`src/sv/rgab_pkg.sv`:
```
`default_nettype none

package rgab_pkg;

    localparam int MAX_FRAME_DIM = 8192;
    localparam int COORD_W = $clog2(MAX_FRAME_DIM);
    localparam int CH_W = 8;
    localparam int SQ_W = 2 * COORD_W;
    localparam int NUM_W = SQ_W + CH_W;
    localparam int PROD_W = 2 * CH_W;
    localparam int DIV_STEPS = CH_W;

    localparam logic [CH_W-1:0] FULL = 8'd255;

    localparam int REG_COUNT = 7;
    localparam int ADDR_W = $clog2(4 * REG_COUNT);
    localparam int IDX_W = ADDR_W - 2;

    typedef enum logic [IDX_W-1:0] {
        REG_CENTER_X,
        REG_CENTER_Y,
        REG_GLOW_RADIUS,
        REG_GLOW_RED,
        REG_GLOW_GREEN,
        REG_GLOW_BLUE,
        REG_MAX_ALPHA
    } reg_idx_t;

    typedef struct packed {
        logic [COORD_W-1:0] center_x;
        logic [COORD_W-1:0] center_y;
        logic [COORD_W-1:0] glow_radius;
        logic [CH_W-1:0]    glow_red;
        logic [CH_W-1:0]    glow_green;
        logic [CH_W-1:0]    glow_blue;
        logic [CH_W-1:0]    max_alpha;
    } cfg_t;

    typedef struct packed {
        logic [CH_W-1:0] red;
        logic [CH_W-1:0] green;
        logic [CH_W-1:0] blue;
    } rgb_t;

    typedef struct packed {
        logic in_circle;
        rgb_t color;
    } pix_t;

    // floor(x / 255) for x below 255*256, reciprocal multiply plus one correction
    function automatic logic [CH_W-1:0] div255(input logic [PROD_W-1:0] x);
        logic [PROD_W+CH_W-1:0] p;
        logic [CH_W-1:0]        q;
        logic [PROD_W:0]        r;
        p = {x, 8'b0} + {8'b0, x};
        q = p[PROD_W+CH_W-1:PROD_W];
        r = {1'b0, x} - ({1'b0, q, 8'b0} - {9'b0, q});
        if (r >= {9'b0, FULL})
        begin
            q = q + 8'd1;
        end
        return q;
    endfunction

endpackage

`default_nettype wire

```
`src/sv/rgab_dist.sv`:
```
`default_nettype none

module rgab_dist
    import rgab_pkg::*;
(
    input  wire logic               clk,
    input  wire logic               rst_n,
    input  wire cfg_t               cfg,
    input  wire logic               in_valid,
    output logic                    in_ready,
    input  wire logic [COORD_W-1:0] pixel_x,
    input  wire logic [COORD_W-1:0] pixel_y,
    input  wire rgb_t               in_color,
    output logic                    out_valid,
    input  wire logic               out_ready,
    output logic [SQ_W-1:0]         out_n,
    output logic [SQ_W-1:0]         out_r2,
    output pix_t                    out_pix
);

    logic [2:0] v_reg;
    logic [2:0] rdy;

    logic [COORD_W-1:0] dx_reg, dy_reg, dx_next, dy_next;
    rgb_t               col1_reg, col2_reg;
    logic [SQ_W-1:0]    dx2_reg, dy2_reg, r2a_reg;
    logic [SQ_W-1:0]    n_reg, r2b_reg, n_next;
    logic [SQ_W:0]      d2_next;
    pix_t               pix3_reg, pix3_next;

    always_comb
    begin
        rdy[2] = !v_reg[2] || out_ready;
        rdy[1] = !v_reg[1] || rdy[2];
        rdy[0] = !v_reg[0] || rdy[1];
    end

    assign in_ready = rdy[0];

    always_ff @(posedge clk or negedge rst_n)
    begin
        if (!rst_n)
        begin
            v_reg <= '0;
        end
        else
        begin
            if (rdy[0])
            begin
                v_reg[0] <= in_valid;
            end
            if (rdy[1])
            begin
                v_reg[1] <= v_reg[0];
            end
            if (rdy[2])
            begin
                v_reg[2] <= v_reg[1];
            end
        end
    end

    // absolute offsets from the center
    always_comb
    begin
        dx_next = (pixel_x >= cfg.center_x) ? pixel_x - cfg.center_x : cfg.center_x - pixel_x;
        dy_next = (pixel_y >= cfg.center_y) ? pixel_y - cfg.center_y : cfg.center_y - pixel_y;
    end

    // d2 against r2, n = r2 - d2 only meaningful when inside
    always_comb
    begin
        d2_next = {1'b0, dx2_reg} + {1'b0, dy2_reg};
        n_next = r2a_reg - d2_next[SQ_W-1:0];
        pix3_next.in_circle = (r2a_reg != '0) && (d2_next < {1'b0, r2a_reg});
        pix3_next.color = col2_reg;
    end

    always_ff @(posedge clk)
    begin
        if (rdy[0])
        begin
            dx_reg <= dx_next;
            dy_reg <= dy_next;
            col1_reg <= in_color;
        end
        if (rdy[1])
        begin
            dx2_reg <= {{COORD_W{1'b0}}, dx_reg} * {{COORD_W{1'b0}}, dx_reg};
            dy2_reg <= {{COORD_W{1'b0}}, dy_reg} * {{COORD_W{1'b0}}, dy_reg};
            r2a_reg <= {{COORD_W{1'b0}}, cfg.glow_radius}
                     * {{COORD_W{1'b0}}, cfg.glow_radius};
            col2_reg <= col1_reg;
        end
        if (rdy[2])
        begin
            n_reg <= n_next;
            r2b_reg <= r2a_reg;
            pix3_reg <= pix3_next;
        end
    end

    assign out_valid = v_reg[2];
    assign out_n = n_reg;
    assign out_r2 = r2b_reg;
    assign out_pix = pix3_reg;

endmodule

`default_nettype wire

```
`src/sv/rgab_div.sv`:
```
`default_nettype none

module rgab_div
    import rgab_pkg::*;
(
    input  wire logic            clk,
    input  wire logic            rst_n,
    input  wire logic            in_valid,
    output logic                 in_ready,
    input  wire logic [SQ_W-1:0] in_n,
    input  wire logic [SQ_W-1:0] in_r2,
    input  wire pix_t            in_pix,
    output logic                 out_valid,
    input  wire logic            out_ready,
    output logic [CH_W-1:0]      out_f,
    output pix_t                 out_pix
);

    // stage 0 forms n*255, stages 1..8 each retire one quotient bit
    localparam int NST = DIV_STEPS + 1;

    logic [NST-1:0] v_reg;
    logic [NST-1:0] rdy;

    logic [SQ_W-1:0] rem_reg [NST];
    logic [SQ_W-1:0] rem_next [NST];
    logic [CH_W-1:0] lo_reg [NST];
    logic [CH_W-1:0] lo_next [NST];
    logic [CH_W-1:0] q_reg [NST];
    logic [CH_W-1:0] q_next [NST];
    logic [SQ_W-1:0] dsr_reg [NST];
    logic [SQ_W-1:0] dsr_next [NST];
    pix_t            pix_reg [NST];
    pix_t            pix_next [NST];

    logic [NUM_W-1:0] num;

    always_comb
    begin
        rdy[NST-1] = !v_reg[NST-1] || out_ready;
        for (int k = NST - 2; k >= 0; k--)
        begin
            rdy[k] = !v_reg[k] || rdy[k+1];
        end
    end

    assign in_ready = rdy[0];

    always_ff @(posedge clk or negedge rst_n)
    begin
        if (!rst_n)
        begin
            v_reg <= '0;
        end
        else
        begin
            if (rdy[0])
            begin
                v_reg[0] <= in_valid;
            end
            for (int k = 1; k < NST; k++)
            begin
                if (rdy[k])
                begin
                    v_reg[k] <= v_reg[k-1];
                end
            end
        end
    end

    always_comb
    begin
        logic [SQ_W:0] trial;
        logic          ge;
        // quotient stays below 256, so the top part is already below the divisor
        num = {in_n, 8'b0} - {8'b0, in_n};
        rem_next[0] = num[NUM_W-1:CH_W];
        lo_next[0] = num[CH_W-1:0];
        q_next[0] = '0;
        dsr_next[0] = in_r2;
        pix_next[0] = in_pix;
        for (int s = 1; s < NST; s++)
        begin
            trial = {rem_reg[s-1], lo_reg[s-1][CH_W-1]};
            ge = trial >= {1'b0, dsr_reg[s-1]};
            if (ge)
            begin
                trial = trial - {1'b0, dsr_reg[s-1]};
            end
            rem_next[s] = trial[SQ_W-1:0];
            lo_next[s] = {lo_reg[s-1][CH_W-2:0], 1'b0};
            q_next[s] = {q_reg[s-1][CH_W-2:0], ge};
            dsr_next[s] = dsr_reg[s-1];
            pix_next[s] = pix_reg[s-1];
        end
    end

    always_ff @(posedge clk)
    begin
        for (int k = 0; k < NST; k++)
        begin
            if (rdy[k])
            begin
                rem_reg[k] <= rem_next[k];
                lo_reg[k] <= lo_next[k];
                q_reg[k] <= q_next[k];
                dsr_reg[k] <= dsr_next[k];
                pix_reg[k] <= pix_next[k];
            end
        end
    end

    assign out_valid = v_reg[NST-1];
    assign out_f = q_reg[NST-1];
    assign out_pix = pix_reg[NST-1];

endmodule

`default_nettype wire

```
`src/sv/rgab_alpha.sv`:
```
`default_nettype none

module rgab_alpha
    import rgab_pkg::*;
(
    input  wire logic            clk,
    input  wire logic            rst_n,
    input  wire logic [CH_W-1:0] max_alpha,
    input  wire logic            in_valid,
    output logic                 in_ready,
    input  wire logic [CH_W-1:0] in_f,
    input  wire pix_t            in_pix,
    output logic                 out_valid,
    input  wire logic            out_ready,
    output logic [CH_W-1:0]      out_alpha,
    output rgb_t                 out_color
);

    logic [3:0] v_reg;
    logic [3:0] rdy;

    logic [PROD_W-1:0] x1_reg, x2_reg;
    logic [CH_W-1:0]   f0_reg, f1_reg, q1_reg, a_reg, a_next;
    pix_t              pix0_reg, pix1_reg, pix2_reg;
    rgb_t              col3_reg;

    always_comb
    begin
        rdy[3] = !v_reg[3] || out_ready;
        rdy[2] = !v_reg[2] || rdy[3];
        rdy[1] = !v_reg[1] || rdy[2];
        rdy[0] = !v_reg[0] || rdy[1];
    end

    assign in_ready = rdy[0];

    always_ff @(posedge clk or negedge rst_n)
    begin
        if (!rst_n)
        begin
            v_reg <= '0;
        end
        else
        begin
            if (rdy[0])
            begin
                v_reg[0] <= in_valid;
            end
            if (rdy[1])
            begin
                v_reg[1] <= v_reg[0];
            end
            if (rdy[2])
            begin
                v_reg[2] <= v_reg[1];
            end
            if (rdy[3])
            begin
                v_reg[3] <= v_reg[2];
            end
        end
    end

    // zero opacity outside the circle makes the blend a pass-through
    assign a_next = pix2_reg.in_circle ? div255(x2_reg) : '0;

    always_ff @(posedge clk)
    begin
        if (rdy[0])
        begin
            x1_reg <= {8'b0, max_alpha} * {8'b0, in_f};
            f0_reg <= in_f;
            pix0_reg <= in_pix;
        end
        if (rdy[1])
        begin
            q1_reg <= div255(x1_reg);
            f1_reg <= f0_reg;
            pix1_reg <= pix0_reg;
        end
        if (rdy[2])
        begin
            x2_reg <= {8'b0, q1_reg} * {8'b0, f1_reg};
            pix2_reg <= pix1_reg;
        end
        if (rdy[3])
        begin
            a_reg <= a_next;
            col3_reg <= pix2_reg.color;
        end
    end

    assign out_valid = v_reg[3];
    assign out_alpha = a_reg;
    assign out_color = col3_reg;

endmodule

`default_nettype wire

```
`src/sv/rgab_mix.sv`:
```
`default_nettype none

module rgab_mix
    import rgab_pkg::*;
(
    input  wire logic            clk,
    input  wire logic            rst_n,
    input  wire cfg_t            cfg,
    input  wire logic            in_valid,
    output logic                 in_ready,
    input  wire logic [CH_W-1:0] in_alpha,
    input  wire rgb_t            in_color,
    output logic                 out_valid,
    input  wire logic            out_ready,
    output rgb_t                 out_color
);

    logic [1:0] v_reg;
    logic [1:0] rdy;

    logic [CH_W-1:0]   inv_a;
    logic [PROD_W-1:0] sr_reg, sg_reg, sb_reg;
    logic [PROD_W-1:0] sr_next, sg_next, sb_next;
    rgb_t              col_reg, col_next;

    always_comb
    begin
        rdy[1] = !v_reg[1] || out_ready;
        rdy[0] = !v_reg[0] || rdy[1];
    end

    assign in_ready = rdy[0];

    always_ff @(posedge clk or negedge rst_n)
    begin
        if (!rst_n)
        begin
            v_reg <= '0;
        end
        else
        begin
            if (rdy[0])
            begin
                v_reg[0] <= in_valid;
            end
            if (rdy[1])
            begin
                v_reg[1] <= v_reg[0];
            end
        end
    end

    // weighted sums peak at 255*255, so they fit 16 bits
    always_comb
    begin
        inv_a = FULL - in_alpha;
        sr_next = {8'b0, cfg.glow_red} * {8'b0, in_alpha}
                + {8'b0, in_color.red} * {8'b0, inv_a};
        sg_next = {8'b0, cfg.glow_green} * {8'b0, in_alpha}
                + {8'b0, in_color.green} * {8'b0, inv_a};
        sb_next = {8'b0, cfg.glow_blue} * {8'b0, in_alpha}
                + {8'b0, in_color.blue} * {8'b0, inv_a};
        col_next.red = div255(sr_reg);
        col_next.green = div255(sg_reg);
        col_next.blue = div255(sb_reg);
    end

    always_ff @(posedge clk)
    begin
        if (rdy[0])
        begin
            sr_reg <= sr_next;
            sg_reg <= sg_next;
            sb_reg <= sb_next;
        end
        if (rdy[1])
        begin
            col_reg <= col_next;
        end
    end

    assign out_valid = v_reg[1];
    assign out_color = col_reg;

endmodule

`default_nettype wire

```
`src/sv/radial_glow_alpha_blend_top.sv`:
```
// register stages from an accepted input beat to its output beat
//   (distance 3, falloff divider 9, opacity 4, blend 2)
// throughput: one pixel per cycle unless stalled, one falloff quotient bit per stage
// a stalled output fills pipeline bubbles before holding the input side
// reset: asynchronous active-low, clears all valid bits and the glow registers to zero
`default_nettype none

module radial_glow_alpha_blend_top
    import rgab_pkg::*;
(
    input  wire logic              clk,
    input  wire logic              rst_n,
    // configuration port
    input  wire logic              psel,
    input  wire logic              penable,
    input  wire logic              pwrite,
    input  wire logic [ADDR_W-1:0] paddr,
    input  wire logic [31:0]       pwdata,
    output logic [31:0]            prdata,
    output logic                   pready,
    // pixel input
    input  wire logic              s_axis_tvalid,
    output logic                   s_axis_tready,
    // [12:0] pixel_x, [25:13] pixel_y, [33:26] in_red, [41:34] in_green,
    // [49:42] in_blue, [55:50] zero
    input  wire logic [55:0]       s_axis_tdata,
    // pixel output
    output logic                   m_axis_tvalid,
    input  wire logic              m_axis_tready,
    // [7:0] out_red, [15:8] out_green, [23:16] out_blue
    output logic [23:0]            m_axis_tdata
);

    localparam int X_LO = 0;
    localparam int Y_LO = X_LO + COORD_W;
    localparam int R_LO = Y_LO + COORD_W;
    localparam int G_LO = R_LO + CH_W;
    localparam int B_LO = G_LO + CH_W;

    cfg_t     cfg_reg, cfg_next;
    reg_idx_t reg_idx;
    logic     wr_en;

    // stage-to-stage links
    logic            d_valid, d_ready;
    logic [SQ_W-1:0] d_n, d_r2;
    pix_t            d_pix;
    logic            q_valid, q_ready;
    logic [CH_W-1:0] q_f;
    pix_t            q_pix;
    logic            a_valid, a_ready;
    logic [CH_W-1:0] a_alpha;
    rgb_t            a_color;
    rgb_t            in_color, out_color;

    // ---------------- configuration registers ----------------
    assign pready = 1'b1;
    assign wr_en = psel && penable && pwrite;
    assign reg_idx = reg_idx_t'(paddr[ADDR_W-1:2]);

    // register decode, unknown indexes drop the write
    always_comb
    begin
        cfg_next = cfg_reg;
        if (wr_en)
        begin
            unique case (reg_idx)
                REG_CENTER_X:    cfg_next.center_x = pwdata[COORD_W-1:0];
                REG_CENTER_Y:    cfg_next.center_y = pwdata[COORD_W-1:0];
                REG_GLOW_RADIUS: cfg_next.glow_radius = pwdata[COORD_W-1:0];
                REG_GLOW_RED:    cfg_next.glow_red = pwdata[CH_W-1:0];
                REG_GLOW_GREEN:  cfg_next.glow_green = pwdata[CH_W-1:0];
                REG_GLOW_BLUE:   cfg_next.glow_blue = pwdata[CH_W-1:0];
                REG_MAX_ALPHA:   cfg_next.max_alpha = pwdata[CH_W-1:0];
                default:         cfg_next = cfg_reg;
            endcase
        end
    end

    always_ff @(posedge clk or negedge rst_n)
    begin
        if (!rst_n)
        begin
            cfg_reg <= '0;
        end
        else
        begin
            cfg_reg <= cfg_next;
        end
    end

    // readback
    always_comb
    begin
        unique case (reg_idx)
            REG_CENTER_X:    prdata = {{(32 - COORD_W){1'b0}}, cfg_reg.center_x};
            REG_CENTER_Y:    prdata = {{(32 - COORD_W){1'b0}}, cfg_reg.center_y};
            REG_GLOW_RADIUS: prdata = {{(32 - COORD_W){1'b0}}, cfg_reg.glow_radius};
            REG_GLOW_RED:    prdata = {{(32 - CH_W){1'b0}}, cfg_reg.glow_red};
            REG_GLOW_GREEN:  prdata = {{(32 - CH_W){1'b0}}, cfg_reg.glow_green};
            REG_GLOW_BLUE:   prdata = {{(32 - CH_W){1'b0}}, cfg_reg.glow_blue};
            REG_MAX_ALPHA:   prdata = {{(32 - CH_W){1'b0}}, cfg_reg.max_alpha};
            default:         prdata = '0;
        endcase
    end

    // ---------------- pixel pipeline ----------------
    // the user must change the registers only while no beat is in flight; the block
    // does not enforce this, and each stage reads them directly
    assign in_color.red = s_axis_tdata[R_LO +: CH_W];
    assign in_color.green = s_axis_tdata[G_LO +: CH_W];
    assign in_color.blue = s_axis_tdata[B_LO +: CH_W];

    // squared distance, squared radius, inside test
    rgab_dist u_dist (
        .clk       (clk),
        .rst_n     (rst_n),
        .cfg       (cfg_reg),
        .in_valid  (s_axis_tvalid),
        .in_ready  (s_axis_tready),
        .pixel_x   (s_axis_tdata[X_LO +: COORD_W]),
        .pixel_y   (s_axis_tdata[Y_LO +: COORD_W]),
        .in_color  (in_color),
        .out_valid (d_valid),
        .out_ready (d_ready),
        .out_n     (d_n),
        .out_r2    (d_r2),
        .out_pix   (d_pix)
    );

    // falloff f = (r2 - d2) * 255 / r2, one quotient bit per stage
    rgab_div u_div (
        .clk       (clk),
        .rst_n     (rst_n),
        .in_valid  (d_valid),
        .in_ready  (d_ready),
        .in_n      (d_n),
        .in_r2     (d_r2),
        .in_pix    (d_pix),
        .out_valid (q_valid),
        .out_ready (q_ready),
        .out_f     (q_f),
        .out_pix   (q_pix)
    );

    // opacity from falloff and peak alpha
    rgab_alpha u_alpha (
        .clk       (clk),
        .rst_n     (rst_n),
        .max_alpha (cfg_reg.max_alpha),
        .in_valid  (q_valid),
        .in_ready  (q_ready),
        .in_f      (q_f),
        .in_pix    (q_pix),
        .out_valid (a_valid),
        .out_ready (a_ready),
        .out_alpha (a_alpha),
        .out_color (a_color)
    );

    // per-channel blend, last stage is the output register
    rgab_mix u_mix (
        .clk       (clk),
        .rst_n     (rst_n),
        .cfg       (cfg_reg),
        .in_valid  (a_valid),
        .in_ready  (a_ready),
        .in_alpha  (a_alpha),
        .in_color  (a_color),
        .out_valid (m_axis_tvalid),
        .out_ready (m_axis_tready),
        .out_color (out_color)
    );

    assign m_axis_tdata = {out_color.blue, out_color.green, out_color.red};

endmodule

`default_nettype wire
```
`config.mk`:
```
export PLATFORM = sky130hd
export DESIGN_NAME = radial_glow_alpha_blend_top
export DESIGN_NICKNAME = d
export VERILOG_FILES = /design/src/sv/rgab_pkg.sv /design/src/sv/rgab_dist.sv /design/src/sv/rgab_div.sv /design/src/sv/rgab_alpha.sv /design/src/sv/rgab_mix.sv /design/src/sv/radial_glow_alpha_blend_top.sv
export SDC_FILE = /design/constraint.sdc
export NUM_CORES = 2
export LEC_CHECK = 0
export BUFFER_PORTS_ARGS = -buffer_cell sky130_fd_sc_hd__buf_2
export CAP_MARGIN = 20
export CORE_MARGIN = 2
export CORE_UTILIZATION = 40
export CTS_BUF_LIST = sky130_fd_sc_hd__clkbuf_4 sky130_fd_sc_hd__clkbuf_8 sky130_fd_sc_hd__clkbuf_16
export DETAILED_ROUTE_END_ITERATION = 10
export PLACE_DENSITY = 0.53
export SYNTH_ARGS = -nofsm -noshare
export SYNTH_HDL_FRONTEND = slang
export SYNTH_SLANG_ARGS = --single-unit
```
`constraint.sdc`:
```
create_clock -name clk -period 32.7 [get_ports clk]
set_input_delay 6.54 -clock clk [delete_from_list [all_inputs] [get_ports clk]]
set_output_delay 6.54 -clock clk [all_outputs]
set_load 0.02 [all_outputs]
```
==> impl_metrics.yaml <==
timing:
  hold_violations: 0
  fin_setup_tns_ns: 0
  tightest_slew_ns: 1.088
  rsz0062_at_grt: "false"
  fin_crit_ns: 17.21
  slew_violations: 0
  slew_headroom: 0.2747
  finalSetupViolations: 0
  finalClockSkew_ns: 0.05209
  timing.final.crit_share: 0.5262
  fmax_mhz: 58.11
critical_path:
  path_class: "primary input to output pin"
  crit_path_start_kind: "primary input"
  crit_fanout: 51
  cp_data_arrival_time_ns: 10.67
  required_ns: 26.16
  ff2ff_setup_slack_ns: 25.86
  endpoint_kind: "output pin"
final_layout:
  final_common_cell: "inv_1"
  finalInstanceArea_mm2: 0.1032
  mostFrequentLayoutCells: "inv_1 (1,526), edfxtp_1 (1,165), ha_1 (1,014)"
  final_util: 0.4397
  drive_gt1_frac: 0.06885
  multi_input_area_mm2: 0.05055
  area_growth_pct: 9.577
  regArea_mm2: 0.03721
  fill_cells: 22011
  final_nets: 10476
  largest_register_ffs: 225
routing:
  drc: 0
  finalWirelength_um: 210100
  ant_nets: 0
  vias_per_cell: 4.961
  drtPass1Iterations: 7
  drt-initial-drc-count: 2889
  vias: 59387
  wl_per_cell_um: 17.55
clocking:
  cts_inserted_buffers: 145
  cts_buffer_depth: 3
  insertion_delay_ns: 0.80
  post-cts-setup-buffers: 0
  numClockSinks: 1254
  holdBufCountCts: 0
  cts-root-buf: "clkbuf_16"
  cts_tree: "yes"
  clkTransAtPathRegs_ns: 0.05
  ctsResizeCount: 0
  htree_levels: 4
synthesis:
  avgSynthCellArea_um2: 10.96
  yosysSeqAreaShare: 0.3950
  synthesis.area_mm2: 0.09420
  syn_inst: 8593
  synth_ff_type: "edfxtp_1"
  ys_ff_latch: 1254
  synth_cell_type_count: 91
  synthArstFlopShare: 0.07097
  synth_warnings: 0
  synth_edf_count: 1165
grt:
  antenna_found_initial: 10
  globalRouteTotalUtil: 0.1781
  first_global_vias: 61505
  grt_max_degree: 86
  grt_pass1_wl_um: 336300
  grt.overflow.total: 0
min_path:
  hold_class: "register to register"
floorplan:
  die_w_um: 489.3
  start_util: 0.4013
  die_y_um: 489.3
  die_area_mm2: 0.2394
  ioPinCount: 159
  rows: 178
  core_mm2: 0.2347
run_status:
  status: "finished, final reports clean"
placed_design:
  placed_area_mm2: 0.09829
  dp_hpwl_um: 165900
  gp_congestion: 0.8677
  io_buffers: 111
job:
  cap_violations: 0
## area by class of cell
type,instances,area share
multi-input cells,5622,0.4898
flip-flops and latches,1254,0.3605
inverters,1529,0.05564
clock buffers,189,0.03904
well taps,3150,0.03818
clock inverters,72,0.008558
repair buffers,150,0.008218
diodes,4,0.00009697
## layer usage
layer,vias up,global-route usage,share of wire
met4,0,0.06486,0.036
met5,-,0,0
met2,822,0.3060,0.49
met1,29186,0.2320,0.45
met3,304,0.01893,0.026
li1,29075,-,-
## per-stage QoR
| step | hold slack (ns) | setup slack [ns] | instances |
|---|---|---|---|
| after floorplan | 0.4003 | 10.00 | 8614 |
| after global placement | 0.4011 | 15.44 | 11702 |
| after detailed placement | 0.4045 | 15.32 | 11703 |
| after CTS | 0.3714 | 15.32 | 11964 |
| after global routing | 0.3798 | 15.12 | 11968 |
| final | 0.3802 | 15.49 | 11970 |
## final timing paths
check / start / endpoint / depth (start not counted)
worst max-delay path: m_axis_tready / s_axis_tready / 14
worst min-delay path: u_div.pix_reg[2][8] / u_div.pix_reg[3][8] / 0
worst max register to register: u_mix.sb_reg[9] / u_mix.out_color[1] / 27
worst min register to register: u_div.pix_reg[2][8] / u_div.pix_reg[3][8] / 0
max in group asynchronous: rst_n / cfg_reg[54] / 2
min in group asynchronous: rst_n / u_mix.v_reg[1] / 1
## cells in the mapped netlist (137+ instances only)
cell type / instances / share of area
a21o_1: 197 / 0.016
a21oi_1: 400 / 0.021
and2_1: 281 / 0.019
clkbuf_1: 150 / 0.0060
edfxtp_1: 1165 / 0.37
fa_1: 660 / 0.14
ha_1: 1014 / 0.13
inv_1: 1529 / 0.061
nand2_1: 577 / 0.023
nor2_1: 337 / 0.013
nor2b_1: 241 / 0.016
o21ai_0: 285 / 0.015
xnor2_1: 349 / 0.032
xor2_1: 137 / 0.013
## worst max-delay path, cell delays in order
cell     delay (ns)
buf_2          0.10
nor2b_1        0.52
nand2_2        0.13
nor2_1         0.26
nand2_2        0.07
buf_4          0.33
nor2_1         0.40
nand2_4        0.22
nor2_1         0.46
nand3_4        0.28
nor2_1         0.51
nand4_1        0.19
buf_4          0.31
buf_2          0.27
## kinds of logic (layout without fill, tap and decap cells)
kind of cell / after synthesis / in the layout / synth area share
mux: 152 / 152 / 0.01833
compound gates: 1321 / 1321 / 0.09037
fa+ha+maj: 1674 / 1674 / 0.2749
buf+inv: 1738 / 1940 / 0.07034
xor+xnor: 486 / 486 / 0.04519
other cells: 2 / 27 / 0.00007972
flops: 1254 / 1254 / 0.3950
simple gates: 1966 / 1966 / 0.1057
Power is not shown: default switching activity piles up to over one toggle a cycle in this logic, so the estimate is an artifact.
